--- src/hw/rtl/spk_pkg.sv ---
// Shared types, constants and round functions of the Speck128 cipher.
`default_nettype none

package spk_pkg;

   localparam int WORD_W      = 64;
   localparam int NUM_CELLS   = 34;          // round key cells, one per round at most
   localparam int CELL_IDX_W  = 6;
   localparam int ROT_A       = 8;
   localparam int ROT_B       = 3;

   localparam logic [CELL_IDX_W-1:0] LAST_CELL   = CELL_IDX_W'(NUM_CELLS - 1);
   localparam logic [CELL_IDX_W-1:0] BASE_ROUNDS = CELL_IDX_W'(32);

   // configuration register indexes
   localparam logic [2:0] CSR_KEY_SIZE   = 3'd0;
   localparam logic [2:0] CSR_KEY_WORD_0 = 3'd1;
   localparam logic [2:0] CSR_KEY_WORD_1 = 3'd2;
   localparam logic [2:0] CSR_KEY_WORD_2 = 3'd3;
   localparam logic [2:0] CSR_KEY_WORD_3 = 3'd4;

   // key size codes
   localparam logic [1:0] KEY_128 = 2'd0;
   localparam logic [1:0] KEY_192 = 2'd1;
   localparam logic [1:0] KEY_256 = 2'd2;

   // commands
   localparam logic CMD_ENCRYPT = 1'b0;
   localparam logic CMD_DECRYPT = 1'b1;

   typedef logic [WORD_W-1:0] word_type;

   typedef struct packed {
      word_type x;
      word_type y;
   } word_pair_type;

   typedef struct packed {
      logic shift;       // move keys one cell this cycle
      logic dir_right;   // 1: take from left neighbor, 0: from right neighbor
   } cell_ctrl_type;

   function automatic word_type ror_a(input word_type v);
      return {v[ROT_A-1:0], v[WORD_W-1:ROT_A]};
   endfunction

   function automatic word_type rol_a(input word_type v);
      return {v[WORD_W-ROT_A-1:0], v[WORD_W-1:WORD_W-ROT_A]};
   endfunction

   function automatic word_type ror_b(input word_type v);
      return {v[ROT_B-1:0], v[WORD_W-1:ROT_B]};
   endfunction

   function automatic word_type rol_b(input word_type v);
      return {v[WORD_W-ROT_B-1:0], v[WORD_W-1:WORD_W-ROT_B]};
   endfunction

   // x = (ror8(x) + y) ^ k ; y = rol3(y) ^ x
   function automatic word_pair_type speck_fwd(input word_type x, input word_type y,
                                               input word_type k);
      word_pair_type r;
      r.x = (ror_a(x) + y) ^ k;
      r.y = rol_b(y) ^ r.x;
      return r;
   endfunction

   // y = ror3(y ^ x) ; x = rol8((x ^ k) - y)
   function automatic word_pair_type speck_inv(input word_type x, input word_type y,
                                               input word_type k);
      word_pair_type r;
      r.y = ror_b(y ^ x);
      r.x = rol_a((x ^ k) - r.y);
      return r;
   endfunction

endpackage

`default_nettype wire

--- src/hw/rtl/spk_key_cell.sv ---
// One cell of the round key ring: holds a round key, passes it to a neighbor.
`default_nettype none

module spk_key_cell (
   input  wire                   clock,
   input  spk_pkg::cell_ctrl_type ctrl,
   input  spk_pkg::word_type      from_left,
   input  spk_pkg::word_type      from_right,
   output spk_pkg::word_type      key
);
   import spk_pkg::*;

   word_type key_ff;
   word_type key_in;

   always_comb begin
      key_in = key_ff;
      if (ctrl.shift) begin
         key_in = ctrl.dir_right ? from_left : from_right;
      end
   end

   always_ff @(posedge clock) begin
      key_ff <= key_in;
   end

   assign key = key_ff;

endmodule

`default_nettype wire

--- config.mk ---
export PLATFORM = sky130hd
export DESIGN_NAME = spk_key_cell
export DESIGN_NICKNAME = d
export VERILOG_FILES = /design/src/hw/rtl/spk_pkg.sv /design/src/hw/rtl/spk_key_cell.sv
export SDC_FILE = /design/constraint.sdc
export NUM_CORES = 1
export LEC_CHECK = 0
export ABC_AREA = 1
export BUFFER_PORTS_ARGS = -buffer_cell sky130_fd_sc_hd__clkbuf_2
export CAP_MARGIN = 25
export CORE_ASPECT_RATIO = 1.4
export CORE_MARGIN = 2
export CORE_UTILIZATION = 41
export DETAILED_ROUTE_END_ITERATION = 8
export PLACE_DENSITY = 0.8
export SKIP_CTS_REPAIR_TIMING = 1
export SYNTH_ARGS = -nofsm -noshare
export SYNTH_HDL_FRONTEND = slang
export SYNTH_SLANG_ARGS = --single-unit
--- constraint.sdc ---
create_clock -name clock -period 1.1 [get_ports clock]
set_input_delay 0.22 -clock clock [delete_from_list [all_inputs] [get_ports clock]]
set_output_delay 0.22 -clock clock [all_outputs]
set_load 0.01 [all_outputs]
Yosys cells after proc, flatten, opt, wreduce, memory -nomap -nowiden
Index checks and enable logic that the tools add are counted.
{ "word_totals": {"inputBits": 131, "output_inout_bits": 64, "word_cells": 2, "register_bits": 64} }
{ "op_classes": {"mux": 1} }
{ "ops": {"columns": ["cell", "n"], "rows": [
  ["64-bit two-way mux", 1]
]} }

Logic depth before layout (Yosys ltp)
{ "logic_depth": {"depth_word": 1, "ltp_mapped": 4, "mapped_depth_nobuf": 3} }

Worst setup path after synthesis
OpenSTA, ideal clock, no wires.
{ "synth_path": {"kind": "input to register", "from": "input ctrl[0] in the netlist's numbering", "to": "register key_ff[0] (netlist: key[0]) (data pin)", "stages": 4, "arrival_time_ps": 612, "n_path_buf": 2, "slack_ps": 236, "cell_sequence": "buf_4 > clkbuf_8 > nand2_1 > nand2_1"} }
{ "synth_between": {"elab_chain_cells": 1} }
{ "synth_lines": {"columns": ["element", "line_no", "source"], "rows": [
  ["start: declaration", "spk_key_cell.sv:6", "input spk_pkg::cell_ctrl_type ctrl,"],
  ["64-bit two-way mux", "spk_key_cell.sv:19", "key_in = ctrl.dir_right ? from_left : from_right;"],
  ["end signal: assignment", "spk_key_cell.sv:24", "key_ff <= key_in;"],
  ["end: declaration", "spk_key_cell.sv:13", "word_type key_ff;"]
]} }
Every way passes these cells.
A chain may end at the register's enable or synchronous reset.

Worst setup path in the final report
{ "layout_path": {"from": "register key_ff[14] (netlist: key[14])", "to": "output key[14]"} }
{ "layout_rtl": {"columns": ["element", "line_no", "source"], "rows": [
  ["end: declaration", "spk_key_cell.sv:9", "output spk_pkg::word_type key"]
]} }
No word-level cell between the ends.

==> summary.md <==
| Metric | Value |
|---|---|
| Status | finished clean |
| Slew Viols, Final | 0 |
| Pre-Repair DR Iteration Count | 4 |
| Placed insts | between 500 and 600 |
| Netlist cell types | 6 |
| Die Ht | 101.2 um |
| Largest register FFs | 64 |
| Die area | 0.007429 mm2 |
| Antenna violation net count after detailed routing | 0 |
| Cell taking the most area after synthesis | edfxtp_1 |
| Non-Filler Instances | around 550 |
| Top delay family on crit path | flip-flops |
| CTS H-tree depth | 3 |
| Comb pwr share | 0.156 |
| Synth cell count leaders | 192 x nand2_1, 64 x edfxtp_1, 6 x buf_2, 6 x clkbuf_8 |
| Row cnt | 35 |
| Die width | ~73 um |
| CP Class | register to output port |
| Vias in the first global route | 2259 |
| Clock buffer depth | 2 |
| Crit path launch type | register |
| Via count | about 2500 |
| Psw | 0.001384 W |
| Max_cap viols | 0 |
| FMAX | 0.9093 GHz |
| Worst Setup End Kind | output port |
| #FFs+latches synth | 64 |
| Final Hold Fails | 0 |
| CP Cell Sequence | clkbuf_2 |
| CP max stage cell | edfxtp_1 |
| Slew @ Worst Pin | between 0.2 and 0.3 ns |
| DRC viols | 0 |
| Routability cong. | about 0.8 |
| Final core occ | 0.6095 |
| Register area share after synthesis | 0.6947 |
| Final period utilization | 0.9997 |
| Required time of the critical path | 0.88 ns |
| Final min period | 1.100 ns |
| Synth top area share | 0.6947 |
| Met2 global-route usage | 0.3174 |
| Antenna cell count | 0 |
| Syn Area/Cell | between 10 and 15 um2 |
| All-layer global routing usage | 0.1793 |
| Post-synth EDFFs | 64 |
| Clock power share | 0.324 |
| Worst vdd ir | 0.001020 V |
| Via density | approximately 4.6 |
| Top Ports | slightly below 200 |
| Synth Flop Type | edfxtp_1 |
| Unrepaired setup endpoints after global routing | yes |
| Initial Util | 0.4211 |
| Buffers added on ports | 194 |
| WP data arrival | slightly below 0.9 ns |
| Setup violators final | 0 |
| LEAKAGE | around 2.1 nW |
| Nets | 600 |
| Worst-path maximum fanout | 1 |
| P&R area growth vs syn | 44.73% |
| Synthesized Nets | roughly 400 |
| # clock sinks | 64 |
| Largest net degree at the start of global routing | 40 |
| WL final | roughly 6800 um |
| Share of power burned in registers | 0.521 |
| Hold WC Path Type | input port to register |
| Wire length of the first global-routing pass | around 10000 um |
| Grt total ovfl | 0 |
| Syn Inst Count | 270 |
| Top-count cell post-synth | nand2_1 |
| Initial antenna violation count | 0 |
| Share of cells above drive strength 1 | 0.4515 |
| Clock-pin slew on the worst setup and hold paths | roughly 0.070 ns |
| Sw Ratio | 0.2396 |
| Detailed Route Iter0 Violations | just over 70 |
| GR Layer Usage met1 | 0.1872 |
| CTS tree | built |
| Synth warn | 0 |
| CP max stage delay | approximately 0.40 ns |
| Bufs and invs on worst path | 1 |
| GR peak layer | met2 |
| Root buffer cell | clkbuf_8 |
| Power per standard cell area | ~1400 mW/mm2 |
| Dominant cells by area after synthesis | edfxtp_1 69%, nand2_1 26%, clkbuf_8 3.0%, buf_2 1.1%, buf_4 0.27% |
| Hpwl dp | between 5000 and 6000 um |
| WL/cell | between 10 and 15 um |
| Core Box Area | ~0.0066 mm2 |
| GR Util met3 | 0.05871 |
| Int Pwr | between 0.004 and 0.005 W |
| TritonCTS buffer count | 9 |
| Slew HR | 0.8296 |
| Async S/R FF share, synth | 0 |
| Fill count | 560 |
| Synth Cell Area | between 0.002 and 0.003 mm2 |
==> cell families (layout without fill, tap and decap cells) <==
group         after synthesis  after routing  share of synthesized area
flops                      64             64                     0.6947
buf+inv                    14            218                    0.04478
simple gates              192            192                     0.2605
==> per-layer routing <==
metal / share of wire / up-vias / routed length (um)
met1: 0.36 / 1119 / 2436
met3: 0.079 / 16 / 536
met4: 0.024 / 0 / 165
li1: - / 1262 / -
met5: 0 / - / 0
met2: 0.54 / 114 / 3634
==> per-stage QoR <==
stage	TNS [ns]	hold slack (ns)	instance area, um2	worst slack, ns	power (W)
2_1_floorplan	0	0.3325	2766	0.2362	0.003425
3_3_place_gp	0	0.4862	3825	0.1291	0.003946
3_5_place_dp	0	0.4896	3825	0.07803	0.003973
4_1_cts	-0.009282	0.1301	4004	-0.009282	0.005835
5_1_grt	-0.2524	0.1368	4004	-0.03597	0.006051
6_report	0	0.1447	4004	0.0002930	0.005777
==> layout by cell type, fill, tap and decap left out <==
master and instances:
nand2_1 192, clkinv_1 2, clkbuf_2 194, clkbuf_1 2, edfxtp_1 64, buf_4 2
clkbuf_8 9, inv_2 1, buf_12 5, clkinv_2 2, bufinv_16 1
==> path summary, 6_finish.rpt <==
check / slack, ns / end / depth (start not counted) / startpoint
hold / removal: 0.14 / key[1]$_DFFE_PP_ / 3 / from_right[1]
setup / recovery: 0.0003 / key[14] / 1 / key[14]$_DFFE_PP_
==> cell type report <==
class / instances / area (um2) / area share
inverters: 1 / 3.754 / 0.0009375
well taps: 74 / 92.59 / 0.02313
clock inverters: 5 / 47.55 / 0.01188
multi-input cells: 192 / 720.7 / 0.1800
flip-flops and latches: 64 / 1922 / 0.4800
clock buffers: 11 / 131.4 / 0.03281
repair buffers: 201 / 1086 / 0.2712
==> power groups by stage <==
stage	clock network, W	logic, W	registers [W]
floorplan	0	0.000240	0.00318
global placement	0	0.000894	0.00305
detailed placement	0	0.000911	0.00306
CTS	0.00191	0.000913	0.00301
global route	0.00202	0.00100	0.00303
finish	0.00187	0.000900	0.00301
No activity file was read; power rests on OpenSTA's default activity.
