`src/hw/rtl/spk_pkg.sv`:
```
// Shared types, constants and round functions of the Speck128 cipher.
`default_nettype none

package spk_pkg;

   localparam int WORD_W      = 64;
   localparam int NUM_CELLS   = 34;          // round key cells, one per round at most
   localparam int CELL_IDX_W  = 6;
   localparam int ROT_A       = 8;
   localparam int ROT_B       = 3;

   localparam logic [CELL_IDX_W-1:0] LAST_CELL   = CELL_IDX_W'(NUM_CELLS - 1);
   localparam logic [CELL_IDX_W-1:0] BASE_ROUNDS = CELL_IDX_W'(32);

   // configuration register indexes
   localparam logic [2:0] CSR_KEY_SIZE   = 3'd0;
   localparam logic [2:0] CSR_KEY_WORD_0 = 3'd1;
   localparam logic [2:0] CSR_KEY_WORD_1 = 3'd2;
   localparam logic [2:0] CSR_KEY_WORD_2 = 3'd3;
   localparam logic [2:0] CSR_KEY_WORD_3 = 3'd4;

   // key size codes
   localparam logic [1:0] KEY_128 = 2'd0;
   localparam logic [1:0] KEY_192 = 2'd1;
   localparam logic [1:0] KEY_256 = 2'd2;

   // commands
   localparam logic CMD_ENCRYPT = 1'b0;
   localparam logic CMD_DECRYPT = 1'b1;

   typedef logic [WORD_W-1:0] word_type;

   typedef struct packed {
      word_type x;
      word_type y;
   } word_pair_type;

   typedef struct packed {
      logic shift;       // move keys one cell this cycle
      logic dir_right;   // 1: take from left neighbor, 0: from right neighbor
   } cell_ctrl_type;

   function automatic word_type ror_a(input word_type v);
      return {v[ROT_A-1:0], v[WORD_W-1:ROT_A]};
   endfunction

   function automatic word_type rol_a(input word_type v);
      return {v[WORD_W-ROT_A-1:0], v[WORD_W-1:WORD_W-ROT_A]};
   endfunction

   function automatic word_type ror_b(input word_type v);
      return {v[ROT_B-1:0], v[WORD_W-1:ROT_B]};
   endfunction

   function automatic word_type rol_b(input word_type v);
      return {v[WORD_W-ROT_B-1:0], v[WORD_W-1:WORD_W-ROT_B]};
   endfunction

   // x = (ror8(x) + y) ^ k ; y = rol3(y) ^ x
   function automatic word_pair_type speck_fwd(input word_type x, input word_type y,
                                               input word_type k);
      word_pair_type r;
      r.x = (ror_a(x) + y) ^ k;
      r.y = rol_b(y) ^ r.x;
      return r;
   endfunction

   // y = ror3(y ^ x) ; x = rol8((x ^ k) - y)
   function automatic word_pair_type speck_inv(input word_type x, input word_type y,
                                               input word_type k);
      word_pair_type r;
      r.y = ror_b(y ^ x);
      r.x = rol_a((x ^ k) - r.y);
      return r;
   endfunction

endpackage

`default_nettype wire

```
`src/hw/rtl/spk_round_unit.sv`:
```
// Block state registers and the forward / inverse Speck round.
`default_nettype none

module spk_round_unit (
   input  wire               clock,
   input  wire               load,
   input  spk_pkg::word_type load_x,
   input  spk_pkg::word_type load_y,
   input  wire               step,
   input  wire               decrypt,
   input  spk_pkg::word_type key,
   output spk_pkg::word_type x,
   output spk_pkg::word_type y
);
   import spk_pkg::*;

   word_type      x_ff, y_ff;
   word_type      x_in, y_in;
   word_pair_type fwd, inv;

   always_comb begin
      fwd  = speck_fwd(x_ff, y_ff, key);
      inv  = speck_inv(x_ff, y_ff, key);
      x_in = x_ff;
      y_in = y_ff;
      if (load) begin
         x_in = load_x;
         y_in = load_y;
      end else if (step) begin
         x_in = decrypt ? inv.x : fwd.x;
         y_in = decrypt ? inv.y : fwd.y;
      end
   end

   always_ff @(posedge clock) begin
      x_ff <= x_in;
      y_ff <= y_in;
   end

   assign x = x_ff;
   assign y = y_ff;

endmodule

`default_nettype wire

```
`config.mk`:
```
export PLATFORM = sky130hd
export DESIGN_NAME = spk_round_unit
export DESIGN_NICKNAME = d
export VERILOG_FILES = /design/src/hw/rtl/spk_pkg.sv /design/src/hw/rtl/spk_round_unit.sv
export SDC_FILE = /design/constraint.sdc
export NUM_CORES = 1
export LEC_CHECK = 0
export CAP_MARGIN = 20
export CELL_PAD_IN_SITES_DETAIL_PLACEMENT = 0
export CELL_PAD_IN_SITES_GLOBAL_PLACEMENT = 1
export CORE_ASPECT_RATIO = 1.75
export CORE_MARGIN = 5
export CORE_UTILIZATION = 35
export DETAILED_ROUTE_END_ITERATION = 10
export DONT_BUFFER_PORTS = 1
export HOLD_SLACK_MARGIN = 0.05
export PLACE_DENSITY_LB_ADDON = 0.12
export SYNTH_ARGS = -nofsm -noshare
export SYNTH_HDL_FRONTEND = slang
export SYNTH_SLANG_ARGS = --single-unit
export TNS_END_PERCENT = 20
```
`constraint.sdc`:
```
create_clock -name clock -period 4 [get_ports clock]
set_clock_uncertainty 0.15 [all_clocks]
set_input_delay 0.6 -clock clock [delete_from_list [all_inputs] [get_ports clock]]
set_output_delay 0.6 -clock clock [all_outputs]
set_load 0.03 [all_outputs]
```
== Word-level counts from Yosys, hierarchy flattened ==
Index checks and enable logic that the tools add are counted.
Word-level totals
  word-level logic and storage cells: 15
  register bits after elaboration: 128
Operators by class
  reduce and logical (&&, ||, !) cells: 1
  multiplexer cells: 6
  bitwise gates (word level): 4
  add/subtract/negate cells: 2
Operator list (count)
  $mux W64: 6
  $xor A64 B64 Y64: 4
  $add A64 B64 Y64: 1
  $sub A64 B64 Y64: 1
  $reduce_bool A2 Y1: 1

== Longest topological paths before layout ==
  word-level depth: 6
  gate-level depth with buffers: 15
  depth with buffers taken out: 15

== Worst setup path after synthesis ==
No wires, ideal clock.
  kind: register to register
  start: register x_ff[3] (netlist: x[3])
  end: register x_ff[56] (netlist: x[56]) (data pin)
  period minus slack after synthesis: 4.024 ns
  data arrival time: 3.603 ns
  buffers on the path: 0
  setup slack: -0.024 ns
  stages on the path, launching flop included: 16
  cells stage by stage: edfxtp_1 xor2_1 ha_1 inv_1 fa_1 a211oi_1 o21bai_1 a21oi_1 o211ai_1 a31o_2 a31oi_1 o211a_1 o21ai_1 a311oi_1 xor2_1 a21oi_1
On the way
  longest elaborated chain between the ends: 5
RTL lines
  start: declaration: line spk_round_unit.sv:17  | word_type x_ff, y_ff;
  start signal: assignment: line spk_round_unit.sv:36  | x_ff <= x_in;
  $xor A64 B64 Y64, on equally long branches: line spk_pkg.sv:73, spk_pkg.sv:72
  $sub A64 B64 Y64 (*): line spk_pkg.sv:73  | r.x = rol_a((x ^ k) - r.y);
  $mux W64 (*): line spk_round_unit.sv:30  | x_in = decrypt ? inv.x : fwd.x;
  $mux W64 (*): line spk_round_unit.sv:29  | end else if (step) begin
  $mux W64 (*): line spk_round_unit.sv:26  | if (load) begin
  via x_in[56]: line spk_round_unit.sv:18  | word_type x_in, y_in;
Mark *: on every way through the listed nets, which the timed path passes. The rest lies on a longest branch. The select of a mux whose other input is x is not followed.
A chain may end at the register's enable or synchronous reset.

== Worst setup path in the final report ==
  start: register x_ff[23] (netlist: x[23])
  end: register y_ff[50] (netlist: y[50]) (data pin)
On the way
  longest elaborated chain between the ends: 6
RTL lines
  $add A64 B64 Y64: line spk_pkg.sv:63  | r.x = (ror_a(x) + y) ^ k;
  $xor A64 B64 Y64: line spk_pkg.sv:63
  $xor A64 B64 Y64: line spk_pkg.sv:64  | r.y = rol_b(y) ^ r.x;
  $mux W64: line spk_round_unit.sv:31  | y_in = decrypt ? inv.y : fwd.y;
  $mux W64: line spk_round_unit.sv:29
  $mux W64: line spk_round_unit.sv:26
  via y_in[50]: line spk_round_unit.sv:18
  end signal: assignment: line spk_round_unit.sv:37  | y_ff <= y_in;
  end: declaration: line spk_round_unit.sv:17
The timed path passes the listed nets, and every way through them passes these cells. The select of a mux whose other input is x is not followed.

==> summary.md <==
| Metric | Value |
|---|---|
| Number of max-slew violations in the final report | 0 |
| Bufs on Longest Clock Path | 2 |
| Clock-pin slew of the registers on the worst-case setup and hold paths | 0.07 ns |
| Synthesized instance count | 1956 |
| Iteration-0 DRC Markers | 1041 |
| Origin of the worst setup path | x[23] |
| Number of cells on the worst hold path | 1 |
| Worst r2r path cells | 14 |
| Internal reg-to-reg setup slack | 0.07 ns |
| Critical Path Source Type | flop |
| Min Tclk post-route | 3.93 ns |
| Area of the die | 50900 µm² |
| Cell taking the most area after synthesis | edfxtp_1 |
| Cell area after technology mapping | 16200 µm² |
| Overflow left after global routing | 0 |
| Buf/Inv on CP | 2 |
| Residual DRC count | 0 |
| Via count | 16900 |
| Yosys reg bits | 128 |
| TritonCTS clock tree | done |
| Post-Route Utilization | 0.449 |
| Library cells used by synthesis | a little under 90 |
| Endpoint of the worst register-to-register path | y[50] |
| Largest cells by area after synthesis | edfxtp_1 (24%), xnor2_1 (13%), ha_1 (9.7%), xor2_1 (7.2%), a21oi_1 (6.7%) |
| Post-synthesis area per instance | 8.29 µm² |
| Antenna violations before repair | 1 |
| Startpoint of the worst hold path | load_x[22] |
| Setup slack after placement | -0.264 ns |
| Number of H-tree levels | 4 |
| Routed length per placed instance | 28.4 µm |
| Area growth from synthesis to layout | 27.2% |
| Layout Nets | between 2000 and 3000 |
| Buffer type at the clock tree root | clkbuf_16 |
| F_max | 254 MHz |
| Routability cong. | 0.996 |
| Clock buffers created by TritonCTS | 17 |
| Die outline width | 173 µm |
| Highest fanout seen on the critical path | 4 |
| Final-report setup violation count | 0 |
| Final Hold Vio Count | 0 |
| Chain of cells forming the critical path | ha_2, buf_4, a211oi_1, o211ai_1, a21oi_1, o21ai_2, o21ai_2, buf_4, o31ai_1, a21o_1, a21boi_1, xnor2_1, nor4b_1, a211oi_1 |
| Post-placement cell count | approximately 2900 |
| Unrepaired setup endpoints after global routing | yes |
| Detailed placement HPWL | 67.8 mm |
| Top Ports | 324 |
| Type of the worst setup path | reg -> reg |
| Total Routed Length | 82.3 mm |
| Share of async-settable or async-resettable flops after synthesis | 0 |
| Remaining antenna violation count | 0 |
| Total iterations of the first detailed-routing run | 6 |
| CP max-delay cell | edfxtp_1 |
| Required arrival time at the worst endpoint | slightly above 4 ns |
| Number of hold buffers added after cts | 0 |
| Vertical die dimension | around 290 µm |
| Yosys top cell area share | 0.237 |
| Most repeated cell in the gate-level netlist after synthesis | xnor2_1 |
| First-pass GRT wire length | approximately 120 mm |
| Ratio of cells with drive above 1 in the final layout | 0.243 |
| Endpoint arrival time on the critical path | 3.99 ns |
| Clk_lat worst skew | ~0.46 ns |
| Worst min-delay path class | in -> reg |
| Number of input and output port buffers inserted | 0 |
| Initial cell density of the core | 0.353 |
| Number of nets produced by synthesis | 2280 |
| Sinks on the clock net | 128 |
| Max-slew headroom at the worst pin | 0.444 |
| Via density | 5.82 |
| Maximum number of pins on one net before global-route repair | ~160 |
| Post-route setup slack | 0.0692 ns |
| Global routing usage summed across all routing layers | 0.309 |
| Number of cells in the finished layout apart from fillers | about 2900 |
| Sequential element share of the synthesized area | 0.237 |
| Family with the most delay on the worst path | compound AO/OA/AOI/OAI gates |
| Most frequent cells after synthesis | xnor2_1 (234), a21oi_1 (216), nand2_1 (188) |
| CP Capture Type | flop |
| Number of global-route vias before repair | between 15000 and 20000 |
| Number of flops mapped to enable cells by yosys | 128 |
| Peak per-stage delay on the critical path | between 0.4 and 0.5 ns |
| Source of the worst register-to-register timing path | x[23] |
| WHS Endpoint | x[22] |
| Flip-flop cell with the highest count after synthesis | edfxtp_1 |
| Max-cap violation count | 0 |
| Worst Tran Pin Value | 0.832 ns |
| Number of cell rows | between 100 and 150 |
| Yosys warning total | 0 |
| Floorplan core area | 45900 µm² |
| Status | finished clean |
| Fraction of the cycle the final worst path needs | 0.983 |
==> state kept, by name, summed over array words and instances, names as in the netlist <==
| signal | flops |
|---|---|
| x | 64 |
| y | 64 |
==> through the flow <==
| step | hold slack [ns] | instance area [µm²] | setup TNS (ns) |
|---|---|---|---|
| after floorplan | 0.629 | 16200 | 0 |
| after CTS | 0.149 | 20200 | -0.120 |
| after global placement | 0.637 | 19600 | -3.10 |
| after detailed placement | 0.627 | 19600 | -3.43 |
| after global routing | 0.162 | 20600 | -0.276 |
| final | 0.177 | 20600 | 0 |
==> how the worst max path moves through the flow <==
stage,end,slack (ns),cells after the start
floorplan,x[56],0.06,15
global placement,y[62],-0.26,14
detailed placement,y[62],-0.26,14
CTS,x[1],-0.08,15
global route,y[63],-0.09,12
finish,y[50],0.07,14
==> area by class of cell <==
type                            count  area [µm²]
Timing Repair Buffer              426        3230
Multi-Input combinational cell   1675       12100
Fill cell                        4730       25300
Tap cell                          583         729
Antenna cell                        1        2.50
Inverter                           56         213
Clock buffer                       20         437
Sequential cell                   128        3840
Clock inverter                     10        96.3
==> what timing repair did <==
| action | 4_1_cts | 5_1_grt |
|---|---|---|
| setup endpoints to repair | 32 | 57 |
| pin swaps | 1 | 25 |
| gates resized for setup | 13 | 58 |
| buffers inserted | 0 | 10 |
==> layer usage <==
layer / vias up / global-route usage / wire [µm]
met5: - / 0 / 0
met4: 0 / 0.178 / 5720
met3: 210 / 0.0538 / 4290
met2: 727 / 0.590 / 43600
met1: 8113 / 0.311 / 28600
li1: 7836 / - / -
==> layout by cell type (no fill, tap or decap), types with 6 or more instances in the layout <==
cell | Yosys | layout
buf_4 | 2 | 422
xnor2_1 | 234 | 218
a21oi_1 | 216 | 207
nand2_1 | 188 | 188
nor2_1 | 134 | 134
o21ai_0 | 133 | 129
xor2_1 | 133 | 128
edfxtp_1 | 128 | 128
ha_1 | 126 | 121
a21o_1 | 84 | 84
inv_1 | 56 | 54
nand4_1 | 34 | 34
o21bai_1 | 32 | 31
nor3_1 | 28 | 27
a211oi_1 | 29 | 26
nand3_1 | 24 | 24
o21a_1 | 24 | 24
o211ai_1 | 19 | 19
o221ai_1 | 18 | 18
clkbuf_16 | 0 | 17
xnor2_2 | 0 | 15
mux2_2 | 15 | 15
nor2b_1 | 13 | 12
a31oi_1 | 11 | 10
o21ai_1 | 8 | 10
o22a_1 | 10 | 10
a21oi_2 | 2 | 9
and3_1 | 9 | 9
and4_1 | 8 | 8
o22ai_1 | 7 | 7
and2_1 | 7 | 7
o21ai_2 | 5 | 6
nand2b_1 | 6 | 6
==> logic make-up after synthesis <==
group | Yosys count | share of synthesized area
compound gates | 674 | 0.269
simple gates | 485 | 0.138
xor+xnor | 368 | 0.200
buf+inv | 153 | 0.0433
fa+ha+maj | 128 | 0.0997
flops | 128 | 0.237
mux | 20 | 0.0135
Power is left out: the tool's default activity adds up to more than one toggle a clock period on the data nets, which glitch-free logic cannot reach.
